<file path="config.mk">
export PLATFORM = sky130hd
export DESIGN_NAME = rmq_queue
export DESIGN_NICKNAME = d
export VERILOG_FILES = /design/src/hw/rtl/rmq_pkg.sv /design/src/hw/rtl/rmq_queue.sv
export SDC_FILE = /design/constraint.sdc
export NUM_CORES = 1
export LEC_CHECK = 0
export BUFFER_PORTS_ARGS = -buffer_cell sky130_fd_sc_hd__buf_2
export CAP_MARGIN = 40
export CORE_MARGIN = 4
export CORE_UTILIZATION = 50
export DETAILED_ROUTE_END_ITERATION = 10
export PLACE_DENSITY = 0.85
export SLEW_MARGIN = 0
export SYNTH_ARGS = -nofsm -noshare
export SYNTH_HDL_FRONTEND = slang
export SYNTH_SLANG_ARGS = --single-unit
</file>
<file path="constraint.sdc">
create_clock -name clk -period 3.5 [get_ports clk]
set_input_delay 0.175 -clock clk [delete_from_list [all_inputs] [get_ports clk]]
set_output_delay 0.175 -clock clk [all_outputs]
set_load 0.1 [all_outputs]
</file>
<file path="src/hw/rtl/rmq_pkg.sv">
// ----------------------------------------------------------------------------
// rmq_pkg
// Shared types, constants and a width helper for the rotation matrix to
// quaternion block.
// ----------------------------------------------------------------------------
package rmq_pkg;

    localparam int ELEM_W = 16;
    localparam int QUAT_W = 16;

    // Which quaternion component is taken as the largest one
    typedef enum logic [1:0] {
        CASE_X,
        CASE_Y,
        CASE_Z,
        CASE_W
    } quat_case_t;

    // Status of the component queue between front and back
    typedef struct packed {
        logic full;
        logic empty;
    } fifo_stat_t;

    // Signed width of one unnormalized component for a given fraction width
    function automatic int comp_width(input int frac_bits);
        int base;
        begin
            base = (frac_bits > 17) ? frac_bits : 17;
            return base + 3;
        end
    endfunction

endpackage

</file>
<file path="src/hw/rtl/rmq_queue.sv">
// ----------------------------------------------------------------------------
// rmq_queue
// Two-entry queue that lets the front and the back stall on their own.
// ----------------------------------------------------------------------------
module rmq_queue #(
    parameter int WIDTH = 80
) (
    input  logic                 clk,
    input  logic                 rst_n,
    input  logic                 push,
    input  logic [WIDTH-1:0]     push_data,
    input  logic                 pop,
    output logic [WIDTH-1:0]     pop_data,
    output rmq_pkg::fifo_stat_t  stat
);

    logic [WIDTH-1:0] mem [2];
    logic             wr_ptr_reg, wr_ptr_next;
    logic             rd_ptr_reg, rd_ptr_next;
    logic [1:0]       count_reg, count_next;
    logic             do_push, do_pop;

    assign stat.full  = (count_reg == 2'd2);
    assign stat.empty = (count_reg == 2'd0);
    assign do_push    = push && !stat.full;
    assign do_pop     = pop && !stat.empty;

    // Step pointers and count
    always_comb
    begin
        wr_ptr_next = wr_ptr_reg ^ do_push;
        rd_ptr_next = rd_ptr_reg ^ do_pop;
        count_next  = count_reg + 2'(do_push) - 2'(do_pop);
    end

    always_ff @(posedge clk or negedge rst_n)
    begin
        if (!rst_n)
        begin
            wr_ptr_reg <= 1'b0;
            rd_ptr_reg <= 1'b0;
            count_reg  <= 2'd0;
        end
        else
        begin
            wr_ptr_reg <= wr_ptr_next;
            rd_ptr_reg <= rd_ptr_next;
            count_reg  <= count_next;
        end
    end

    always_ff @(posedge clk)
    begin
        if (do_push)
        begin
            mem[wr_ptr_reg] <= push_data;
        end
    end

    assign pop_data = mem[rd_ptr_reg];

endmodule

</file>
==> results by group <==
Setup path
  – Required arrival time at the worst endpoint: 3320 ps
  – Critical-path cell with the highest stage delay: dfrtp_4
  – Critical Path Sink Type: output pin
  – Max incr delay on CP: a little over 600 ps
  – Largest fanout of any net on the critical path: 25
  – Arrival @ worst endpoint: 2190 ps
  – Cell chain of the critical path: buf_4 -> mux2_4 -> buf_2
  – Crit path kind: flip-flop to output pin
  – Crit path max-delay family: buffers and inverters
  – CP Buf/Inv Count: 2
  – Crit start category: flip-flop

Timing
  – Max-Slew Margin vs Limit: 0.604
  – Final clock period utilization by the worst path: 0.676
  – Unrepaired setup endpoints after global routing: no
  – Fmax: between 0.4 and 0.5 GHz
  – Sum of negative setup slack: 0 ps
  – Count of final max-slew check failures: 0
  – Smallest setup slack after layout: 1140 ps
  – Final Setup Violations: 0
  – Maximum clock skew at final layout: 8.07 ps
  – Clock period minus worst slack: 2360 ps
  – Fin. Hold Viols: 0
  – Actual slew at the worst max-slew pin: 593 ps

Floorplan
  – Die Width: between 100 and 150 um
  – Num ports: 166
  – Die Y: 121 um
  – Initial core utilization: 0.509
  – Std-Cell Rows: 41
  – Area inside the core boundary: 0.0126 sq mm
  – Area of the die: 0.0147 sq mm

Layout
  – Number of antenna cells inserted: 0
  – Most used cells in the layout excluding fill and tap cells: 165 x buf_2, 160 x edfxtp_1, 81 x dlygate4sd3_1
  – Largest register FFs: 160
  – Most common cell after layout, fill and taps aside: buf_2
  – Fraction of layout instances using a drive strength above 1: 0.518
  – Fin cells: 714
  – Number of nets at the end of the flow: 617
  – Area grow syn2layout: 37.4%

Route
  – Detailed-route vias per instance: 4.72
  – Routed via count: around 3.4k
  – Number of optimization iterations in the first detailed-route pass: 4
  – Number of DRC markers in iteration 0: a little under 200
  – Detail Route Antenna Nets: 0
  – Total wire length after detailed routing: around 12 mm
  – DRC violations left: 0
  – Routed WL per cell: 17.0 um

Flow run
  – Number of max-cap violations: 0

Worst hold path
  – Hold Crit Class: primary input to async pin

Clock network
  – H-tree levels: 4
  – Post-CTS clock slew at the launch and capture registers of the worst setup and hold paths: 60 ps
  – Clock tree sinks: 164
  – TritonCTS clock tree: built
  – Insertion delay to the later sink of the worst-skew pair: between 400 and 500 ps
  – Maximum buffer depth of the clock tree: 2
  – Buffer cell driving the clock tree root: clkbuf_16
  – CTS buffer count: 17

Synthesis
  – Dominant combinational cell family by area after synthesis: multiplexers
  – Number of cells produced by synthesis: 269
  – Nets in the synthesized netlist: 357
  – Cell area after synthesis: 0.00639 sq mm
  – Average footprint of a synthesized cell: 23.8 sq um
  – Adder and majority gate portion of the synthesized area: 0.00783
  – Number of warnings printed during yosys synthesis: 0
  – Sequential share of the synthesized area: 0.767
  – Count of cell types in the netlist: 15
  – Mux share of post-synthesis cell area: 0.187
  – Synth Area in Compound Gates: 0.00117
  – Synthesis-stage register bit count: ~160
  – Parity-gate share of the synthesized area counting xor and xnor cells: 0.00411
  – Simple-gate area share of the yosys netlist: 0.00313

Global routing
  – Number of antenna violations at the first check in global routing: 0
  – Maximum number of pins on one net before global-route repair: 43
  – Global-route usage over all layers: 0.172
  – Number of global-route vias before repair: 3,669
  – First-pass GRT wire length: between 15 and 20 mm
  – Leftover overflow at the end of global routing: 0

Placement
  – Estimated wirelength of the detail-placed design: 7.24 mm
  – Cell Count Post-Placement: 601
  – Worst setup slack before clock tree synthesis: 1480 ps
  – Count of buffers from port buffering: 165
  – Gp weighted congestion: 0.707

Status
  – Run status: complete, no violations
-- per-stage QoR --
stage	hold WS [ps]	instance area [sq um]	utilization
detailed placement	-9.93	7360	0.585
finish	110	8780	0.699
global placement	-17.7	7320	0.582
global route	120	8780	0.699
floorplan	-121	6390	-
CTS	64.5	8780	0.699
-- cells by family after synthesis --
kind of cell	count (synthesis)
simple gates	4
flops	164
compound gates	1
fa+ha+maj	4
buf+inv	13
mux	80
xor+xnor	3
-- cells in the mapped netlist --
library cell / instances / area share
mux2_2: 1 / 0.0018
nand2_1: 1 / 0.00059
mux2_4: 79 / 0.19
and2_1: 1 / 0.00098
nor2_1: 1 / 0.00059
xor2_1: 1 / 0.0014
inv_1: 4 / 0.0023
ha_1: 4 / 0.0078
o21a_1: 1 / 0.0012
buf_6: 1 / 0.0018
dfrtp_1: 4 / 0.016
nand2b_1: 1 / 0.00098
xnor2_1: 2 / 0.0027
edfxtp_1: 160 / 0.75
buf_12: 8 / 0.025
-- path summary, 6_finish.rpt --
| check | slack (ps) | depth (start not counted) | end | startpoint |
|---|---|---|---|---|
| worst max register to register | 1450 | 4 | mem[1][33]$_DFFE_PP_ | count_reg[0]$_DFF_PN0_ |
| min in group clk | 190 | 3 | rd_ptr_reg$_DFF_PN0_ | pop |
| worst min register to register | 580 | 1 | count_reg[1]$_DFF_PN0_ | count_reg[1]$_DFF_PN0_ |
| max in group asynchronous | 3250 | 2 | rd_ptr_reg$_DFF_PN0_ | rst_n |
| worst max-delay path | 1140 | 3 | pop_data[68] | rd_ptr_reg$_DFF_PN0_ |
| worst min-delay path | 110 | 2 | rd_ptr_reg$_DFF_PN0_ | rst_n |
-- worst register-to-register path: stages, from the launching register on --
cell and delay, ps:
dfrtp_1 410, nand2b_1 180, and2_1 250, ha_4 550, buf_12 310
-- routing by layer --
layer	vias up	track usage	wire length (um)
met5	-	0	0
met4	0	0.0644	187
met3	14	0.0517	685
met2	119	0.302	6610
met1	1659	0.199	4630
li1	1579	-	-
-- area by class of cell --
cell class / count / area [sq um]
sequential: 164 / 4910
fill: 774 / 3780
timing repair buffer: 250 / 1700
multi-input combinational: 92 / 1330
clock buffer: 18 / 429
tap: 172 / 215
clock inverter: 14 / 185
inverter: 4 / 15.0
-- what timing repair did --
action / CTS / global route
buffers inserted: 0 / 0
gates resized for setup: 0 / 0
hold buffers: 81 / 0
hold endpoints to repair: 164 / 0
Power is left out: the tool's default activity adds up to more than one toggle a clock period on the data nets, which glitch-free logic cannot reach.
