**src/hw/rtl/rmq_pkg.sv**
```systemverilog
// ----------------------------------------------------------------------------
// rmq_pkg
// Shared types, constants and a width helper for the rotation matrix to
// quaternion block.
// ----------------------------------------------------------------------------
package rmq_pkg;

    localparam int ELEM_W = 16;
    localparam int QUAT_W = 16;

    // Which quaternion component is taken as the largest one
    typedef enum logic [1:0] {
        CASE_X,
        CASE_Y,
        CASE_Z,
        CASE_W
    } quat_case_t;

    // Status of the component queue between front and back
    typedef struct packed {
        logic full;
        logic empty;
    } fifo_stat_t;

    // Signed width of one unnormalized component for a given fraction width
    function automatic int comp_width(input int frac_bits);
        int base;
        begin
            base = (frac_bits > 17) ? frac_bits : 17;
            return base + 3;
        end
    endfunction

endpackage

```
**src/hw/rtl/rmq_if.sv**
```systemverilog
// ----------------------------------------------------------------------------
// rmq_if
// Valid/ready channels: matrix words in, quaternion words out.
// ----------------------------------------------------------------------------
interface mat_if;
    logic                                valid;
    logic                                ready;
    logic signed [rmq_pkg::ELEM_W-1:0]   m00;
    logic signed [rmq_pkg::ELEM_W-1:0]   m01;
    logic signed [rmq_pkg::ELEM_W-1:0]   m02;
    logic signed [rmq_pkg::ELEM_W-1:0]   m10;
    logic signed [rmq_pkg::ELEM_W-1:0]   m11;
    logic signed [rmq_pkg::ELEM_W-1:0]   m12;
    logic signed [rmq_pkg::ELEM_W-1:0]   m20;
    logic signed [rmq_pkg::ELEM_W-1:0]   m21;
    logic signed [rmq_pkg::ELEM_W-1:0]   m22;

    modport source (output valid, m00, m01, m02, m10, m11, m12, m20, m21, m22,
                    input ready);
    modport sink   (input valid, m00, m01, m02, m10, m11, m12, m20, m21, m22,
                    output ready);
endinterface


```
**src/hw/rtl/rmq_front.sv**
```systemverilog
// ----------------------------------------------------------------------------
// rmq_front
// Classify the matrix by diagonal sign tests and form the four unnormalized
// quaternion components, held in one register stage.
// ----------------------------------------------------------------------------
module rmq_front #(
    parameter int FRAC_BITS = 14,
    parameter int CW        = rmq_pkg::comp_width(FRAC_BITS)
) (
    input  logic                clk,
    input  logic                rst_n,
    mat_if.sink                 mat,
    output logic                comp_valid,
    output logic [4*CW-1:0]     comp_data,
    input  logic                comp_take
);

    logic signed [CW-1:0] e00, e01, e02, e10, e11, e12, e20, e21, e22;
    logic signed [CW-1:0] one_fx;
    logic signed [CW-1:0] c0, c1, c2, c3;
    rmq_pkg::quat_case_t  sel;
    logic                 valid_reg;
    logic [4*CW-1:0]      data_reg;
    logic                 advance;

    // Widen elements so no sum wraps
    assign e00 = CW'(mat.m00);
    assign e01 = CW'(mat.m01);
    assign e02 = CW'(mat.m02);
    assign e10 = CW'(mat.m10);
    assign e11 = CW'(mat.m11);
    assign e12 = CW'(mat.m12);
    assign e20 = CW'(mat.m20);
    assign e21 = CW'(mat.m21);
    assign e22 = CW'(mat.m22);
    assign one_fx = CW'(1) <<< FRAC_BITS;

    // Pick the case from the diagonal
    always_comb
    begin
        if (e22 <= 0)
        begin
            sel = (e00 >= e11) ? rmq_pkg::CASE_X : rmq_pkg::CASE_Y;
        end
        else
        begin
            sel = (-e00 >= e11) ? rmq_pkg::CASE_Z : rmq_pkg::CASE_W;
        end
    end

    // Form the unnormalized components
    always_comb
    begin
        case (sel)
            rmq_pkg::CASE_X:
            begin
                c0 = one_fx + e00 - e11 - e22;
                c1 = e10 + e01;
                c2 = e20 + e02;
                c3 = e21 - e12;
            end
            rmq_pkg::CASE_Y:
            begin
                c0 = e10 + e01;
                c1 = one_fx - e00 + e11 - e22;
                c2 = e21 + e12;
                c3 = e02 - e20;
            end
            rmq_pkg::CASE_Z:
            begin
                c0 = e20 + e02;
                c1 = e21 + e12;
                c2 = one_fx - e00 - e11 + e22;
                c3 = e10 - e01;
            end
            default:
            begin
                c0 = e21 - e12;
                c1 = e02 - e20;
                c2 = e10 - e01;
                c3 = one_fx + e00 + e11 + e22;
            end
        endcase
    end

    // Advance when the stage is empty or the queue takes its word
    assign advance   = !valid_reg || comp_take;
    assign mat.ready = advance;

    always_ff @(posedge clk or negedge rst_n)
    begin
        if (!rst_n)
        begin
            valid_reg <= 1'b0;
        end
        else if (advance)
        begin
            valid_reg <= mat.valid;
        end
    end

    always_ff @(posedge clk)
    begin
        if (advance && mat.valid)
        begin
            data_reg <= {c3, c2, c1, c0};
        end
    end

    assign comp_valid = valid_reg;
    assign comp_data  = data_reg;

endmodule

```
**src/flat_wrapper.sv**
```systemverilog
// flat-port wrapper written by rule: the top's interface ports become plain ports
module rmq_front_flat 
#(
    parameter int FRAC_BITS = 14,
    parameter int CW        = rmq_pkg::comp_width(FRAC_BITS)
)
  (clk, rst_n, comp_valid, comp_data, comp_take, mat_valid, mat_m00, mat_m01, mat_m02, mat_m10, mat_m11, mat_m12, mat_m20, mat_m21, mat_m22, mat_ready);
  mat_if mat_i ();
  input  logic clk;
  input  logic rst_n;
  output logic comp_valid;
  output logic [4*CW-1:0] comp_data;
  input  logic comp_take;
  input wire logic [$bits(mat_i.valid)-1:0] mat_valid;
  input wire logic [$bits(mat_i.m00)-1:0] mat_m00;
  input wire logic [$bits(mat_i.m01)-1:0] mat_m01;
  input wire logic [$bits(mat_i.m02)-1:0] mat_m02;
  input wire logic [$bits(mat_i.m10)-1:0] mat_m10;
  input wire logic [$bits(mat_i.m11)-1:0] mat_m11;
  input wire logic [$bits(mat_i.m12)-1:0] mat_m12;
  input wire logic [$bits(mat_i.m20)-1:0] mat_m20;
  input wire logic [$bits(mat_i.m21)-1:0] mat_m21;
  input wire logic [$bits(mat_i.m22)-1:0] mat_m22;
  output wire logic [$bits(mat_i.ready)-1:0] mat_ready;
  assign mat_i.valid = mat_valid;
  assign mat_i.m00 = mat_m00;
  assign mat_i.m01 = mat_m01;
  assign mat_i.m02 = mat_m02;
  assign mat_i.m10 = mat_m10;
  assign mat_i.m11 = mat_m11;
  assign mat_i.m12 = mat_m12;
  assign mat_i.m20 = mat_m20;
  assign mat_i.m21 = mat_m21;
  assign mat_i.m22 = mat_m22;
  assign mat_ready = mat_i.ready;
  rmq_front #(.FRAC_BITS(FRAC_BITS), .CW(CW)) u_core (.clk(clk), .rst_n(rst_n), .mat(mat_i), .comp_valid(comp_valid), .comp_data(comp_data), .comp_take(comp_take));
endmodule
```
**config.mk**
```make
export PLATFORM = sky130hd
export DESIGN_NAME = rmq_front_flat
export DESIGN_NICKNAME = d
export VERILOG_FILES = /design/src/hw/rtl/rmq_pkg.sv /design/src/hw/rtl/rmq_if.sv /design/src/hw/rtl/rmq_front.sv /design/src/flat_wrapper.sv
export SDC_FILE = /design/constraint.sdc
export NUM_CORES = 1
export LEC_CHECK = 0
export ABC_AREA = 1
export BUFFER_PORTS_ARGS = -buffer_cell sky130_fd_sc_hd__buf_2
export CORE_UTILIZATION = 45
export CTS_CLUSTER_DIAMETER = 30
export DETAILED_ROUTE_END_ITERATION = 10
export SYNTH_ARGS = -nofsm -noshare
export SYNTH_HDL_FRONTEND = slang
export SYNTH_SLANG_ARGS = --single-unit
```
**constraint.sdc**
```tcl
create_clock -name clk -period 11.4 [get_ports clk]
set_input_delay 2.28 -clock clk [delete_from_list [all_inputs] [get_ports clk]]
set_output_delay 2.28 -clock clk [all_outputs]
set_load 0.01 [all_outputs]
```
==> impl_metrics.py <==
metrics = {
    "run_status": {
        "status": "complete, no violations",
    },
    "floorplanning": {
        "io_pins": 230,
        "die_y_um": 204,
        "coreArea_mm2": 0.0401,
        "die_area_mm2": 0.0418,
        "fp.dieW_um": 204,
        "start_util": 0.460,
        "rows": 73,
    },
    "clock_tree": {
        "clockBufferDepth": 2,
        "clock-root-buffer": "clkbuf_16",
        "cts_hold_buf": 0,
        "cts.htree.levels": 3,
        "cts_made_buffers": 9,
        "clock_latency_ns": 0.40,
        "clk_pin_slew_ns": 0.07,
        "clkSinkCount": 81,
        "cts_tree": "yes",
        "cts_resized": 0,
        "cts_setup_buffers": 0,
    },
    "synthesis": {
        "yosysSeqAreaShare": 0.132,
        "synth_top_cell_area_share": 0.178,
        "syn_nets": 3445,
        "netlist_area_mm2": 0.0184,
        "syn_inst": 3036,
        "ys_async_sr_fraction": 0.0123,
        "yosys.cell_count.top_type": "nand2_1",
        "synth.area.top_cells": "nand2_1 (18%), ha_1 (17%), edfxtp_1 (13%), inv_1 (8.7%), nand3_1 (8.1%)",
        "yosys.area.top_type": "nand2_1",
        "syn_avg_cell_area_um2": 6.07,
        "synth_edf_count": 80,
        "synth_commonest_cells": "nand2_1 (874), inv_1 (426), nand3_1 (300), nor2_1 (252), ha_1 (247)",
        "yosysUniqueCellTypes": 43,
        "yosys_warnings": 0,
        "ys_seq_elements": 81,
        "ys.flop_type": "edfxtp_1",
    },
    "drt": {
        "routed-wl-met3_mm": 5.98,
        "wl_met1_mm": 33.0,
        "ant_nets": 0,
        "drc_errors": 0,
        "drt_iter0_drc": 1925,
        "vias_per_cell": 5.73,
        "wl_per_cell_um": 20.9,
        "first_pass_iters": 6,
        "totalWireLength_mm": 78.1,
        "vias": 21400,
        "dr_wl_met2_mm": 35.3,
        "maxUsedRoutingLayer": "met4",
    },
    "finish": {
        "drive_gt1_frac": 0.0924,
        "synthToLayoutAreaGrowth_pct": 9.25,
        "stdcell_area_mm2": 0.0201,
        "fin_nets": 3606,
        "finalNonFillerCells": 3728,
    },
    "critical_path": {
        "crit_type": "input pin to flop",
        "cp-end-kind": "flop",
        "worstPathRequired_ns": 11.53,
        "cp.arrival_ns": 6.77,
        "path_common_cell": "nand2_1",
        "path_buf_inv": 5,
        "cp_max_fo": 6,
        "cpPeakStageDelay_ns": 0.48,
        "cp_top_family": "simple AND/OR/NAND/NOR gates",
        "slowest_stage": "nor4_1",
        "critPathLaunchType": "input pin",
    },
    "sta": {
        "skew_ns": 0.0176,
        "drv_slew": 0,
        "finalHoldViolCount": 0,
        "worstMarginPinSlew_ns": 1.06,
        "rsz0062_at_grt": "no",
        "finalSetupViolCount": 0,
        "fin_setup_tns_ns": 0,
        "period_needed_ns": 6.64,
        "min_period_over_period": 0.583,
        "fmax_ghz": 0.151,
        "maxSlewHeadroom": 0.291,
    },
    "place": {
        "place_hpwl_mm": 66.8,
        "placed_cells": 3711,
        "placed_area_mm2": 0.0198,
        "port_buffers": 229,
        "gp_congestion": 1.04,
    },
    "power": {
        "switching_share": 0.553,
        "clock_power_share": 0.130,
        "power_density_mw_per_mm2": 123,
        "p_seq_frac": 0.172,
        "p_int_mw": 1.11,
        "p_leak_nw": 10.9,
        "p_comb_frac": 0.697,
        "switchingPower_mw": 1.37,
        "vdd_drop_max_mv": 0.0755,
    },
    "global_route": {
        "grt_util_all_layers": 0.365,
        "antenna_found_initial": 2,
        "grt_pass1_vias": 19900,
        "grt_start_max_net_pins": 63,
        "grt_pass1_wl_mm": 115,
        "overflow": 0,
    },
    "run": {
        "maxCapViolCount": 0,
    },
    "worst_hold_path": {
        "hold_path.class": "flop to flop",
    },
}
-- cell usage in the layout (no fill, tap or decap), drive strengths merged, types with 16 or more instances in the layout --
cell type and count:
nor2 260, a21o 16, inv 441, buf 234
edfxtp 80, o21bai 24, o21ai 107, nand3 306
nand4 118, ha 247, a21oi 203, xor2 134
nand2 882, xnor2 31, nor3 30
-- stage by stage --
stage / utilization / hold slack [ns] / total power, mW / setup slack (ns)
after global placement: 0.495 / 0.554 / 2.11 / 4.41
after CTS: 0.502 / 0.587 / 2.44 / 4.83
final: 0.502 / 0.593 / 2.48 / 4.76
after global routing: 0.502 / 0.626 / 2.63 / 4.25
after floorplan: - / 0.609 / 1.54 / 4.66
after detailed placement: 0.495 / 0.569 / 2.11 / 4.44
-- power groups by stage --
stage / logic (mW) / registers (mW) / clock network (mW)
global route: 1.87 / 0.428 / 0.331
global placement: 1.68 / 0.433 / 0
CTS: 1.69 / 0.427 / 0.321
floorplan: 1.10 / 0.445 / 0
finish: 1.73 / 0.428 / 0.323
detailed placement: 1.68 / 0.434 / 0
-- tightest hold or removal path: stages (launching register included) --
cell and delay [ns]:
dfrtp_1 0.42, nand2_1 0.09, nand2_1 0.06
-- registers in the layout (all words and copies together), names as in the netlist --
| name | count |
|---|---|
| u_core.comp_valid | 1 |
| u_core.comp_data | 80 |
-- routing by layer --
metal	vias up	global-route usage
met1	10000	0.463
li1	10200	-
met3	168	0.0569
met5	-	0
met4	0	0.176
met2	943	0.601
-- worst paths after layout --
path                       slack (ns)               from  cells after the start              endpoint
hold / removal                   0.59  u_core.comp_valid                      2     u_core.comp_valid
min in group asynchronous        1.66              rst_n                      1     u_core.comp_valid
hold reg to reg                  0.59  u_core.comp_valid                      2     u_core.comp_valid
setup reg to reg                 9.06  u_core.comp_valid                      2   u_core.comp_data[1]
max in group asynchronous        9.66              rst_n                      1     u_core.comp_valid
setup / recovery                 4.76         mat_m00[1]                     28  u_core.comp_data[37]
-- layout make-up --
| cell class | instances | area (µm²) |
|---|---|---|
| diodes | 1 | 2.50 |
| inverters | 440 | 1650 |
| well taps | 525 | 657 |
| multi-input cells | 2431 | 13900 |
| repair buffers | 234 | 1180 |
| flip-flops and latches | 81 | 2430 |
| clock inverters | 7 | 78.8 |
| fillers | 4300 | 20000 |
| clock buffers | 9 | 225 |
-- cells by family after synthesis --
kind of cell | count (synthesis) | synth area share
adders and majority gates | 261 | 0.183
xor gates and xnor gates | 165 | 0.0784
DFF | 81 | 0.132
buffers and inverters | 524 | 0.114
and+or+nand+nor | 1630 | 0.382
AOI/OAI and AO/OA | 375 | 0.111
Power figures use the tool's default switching activity.
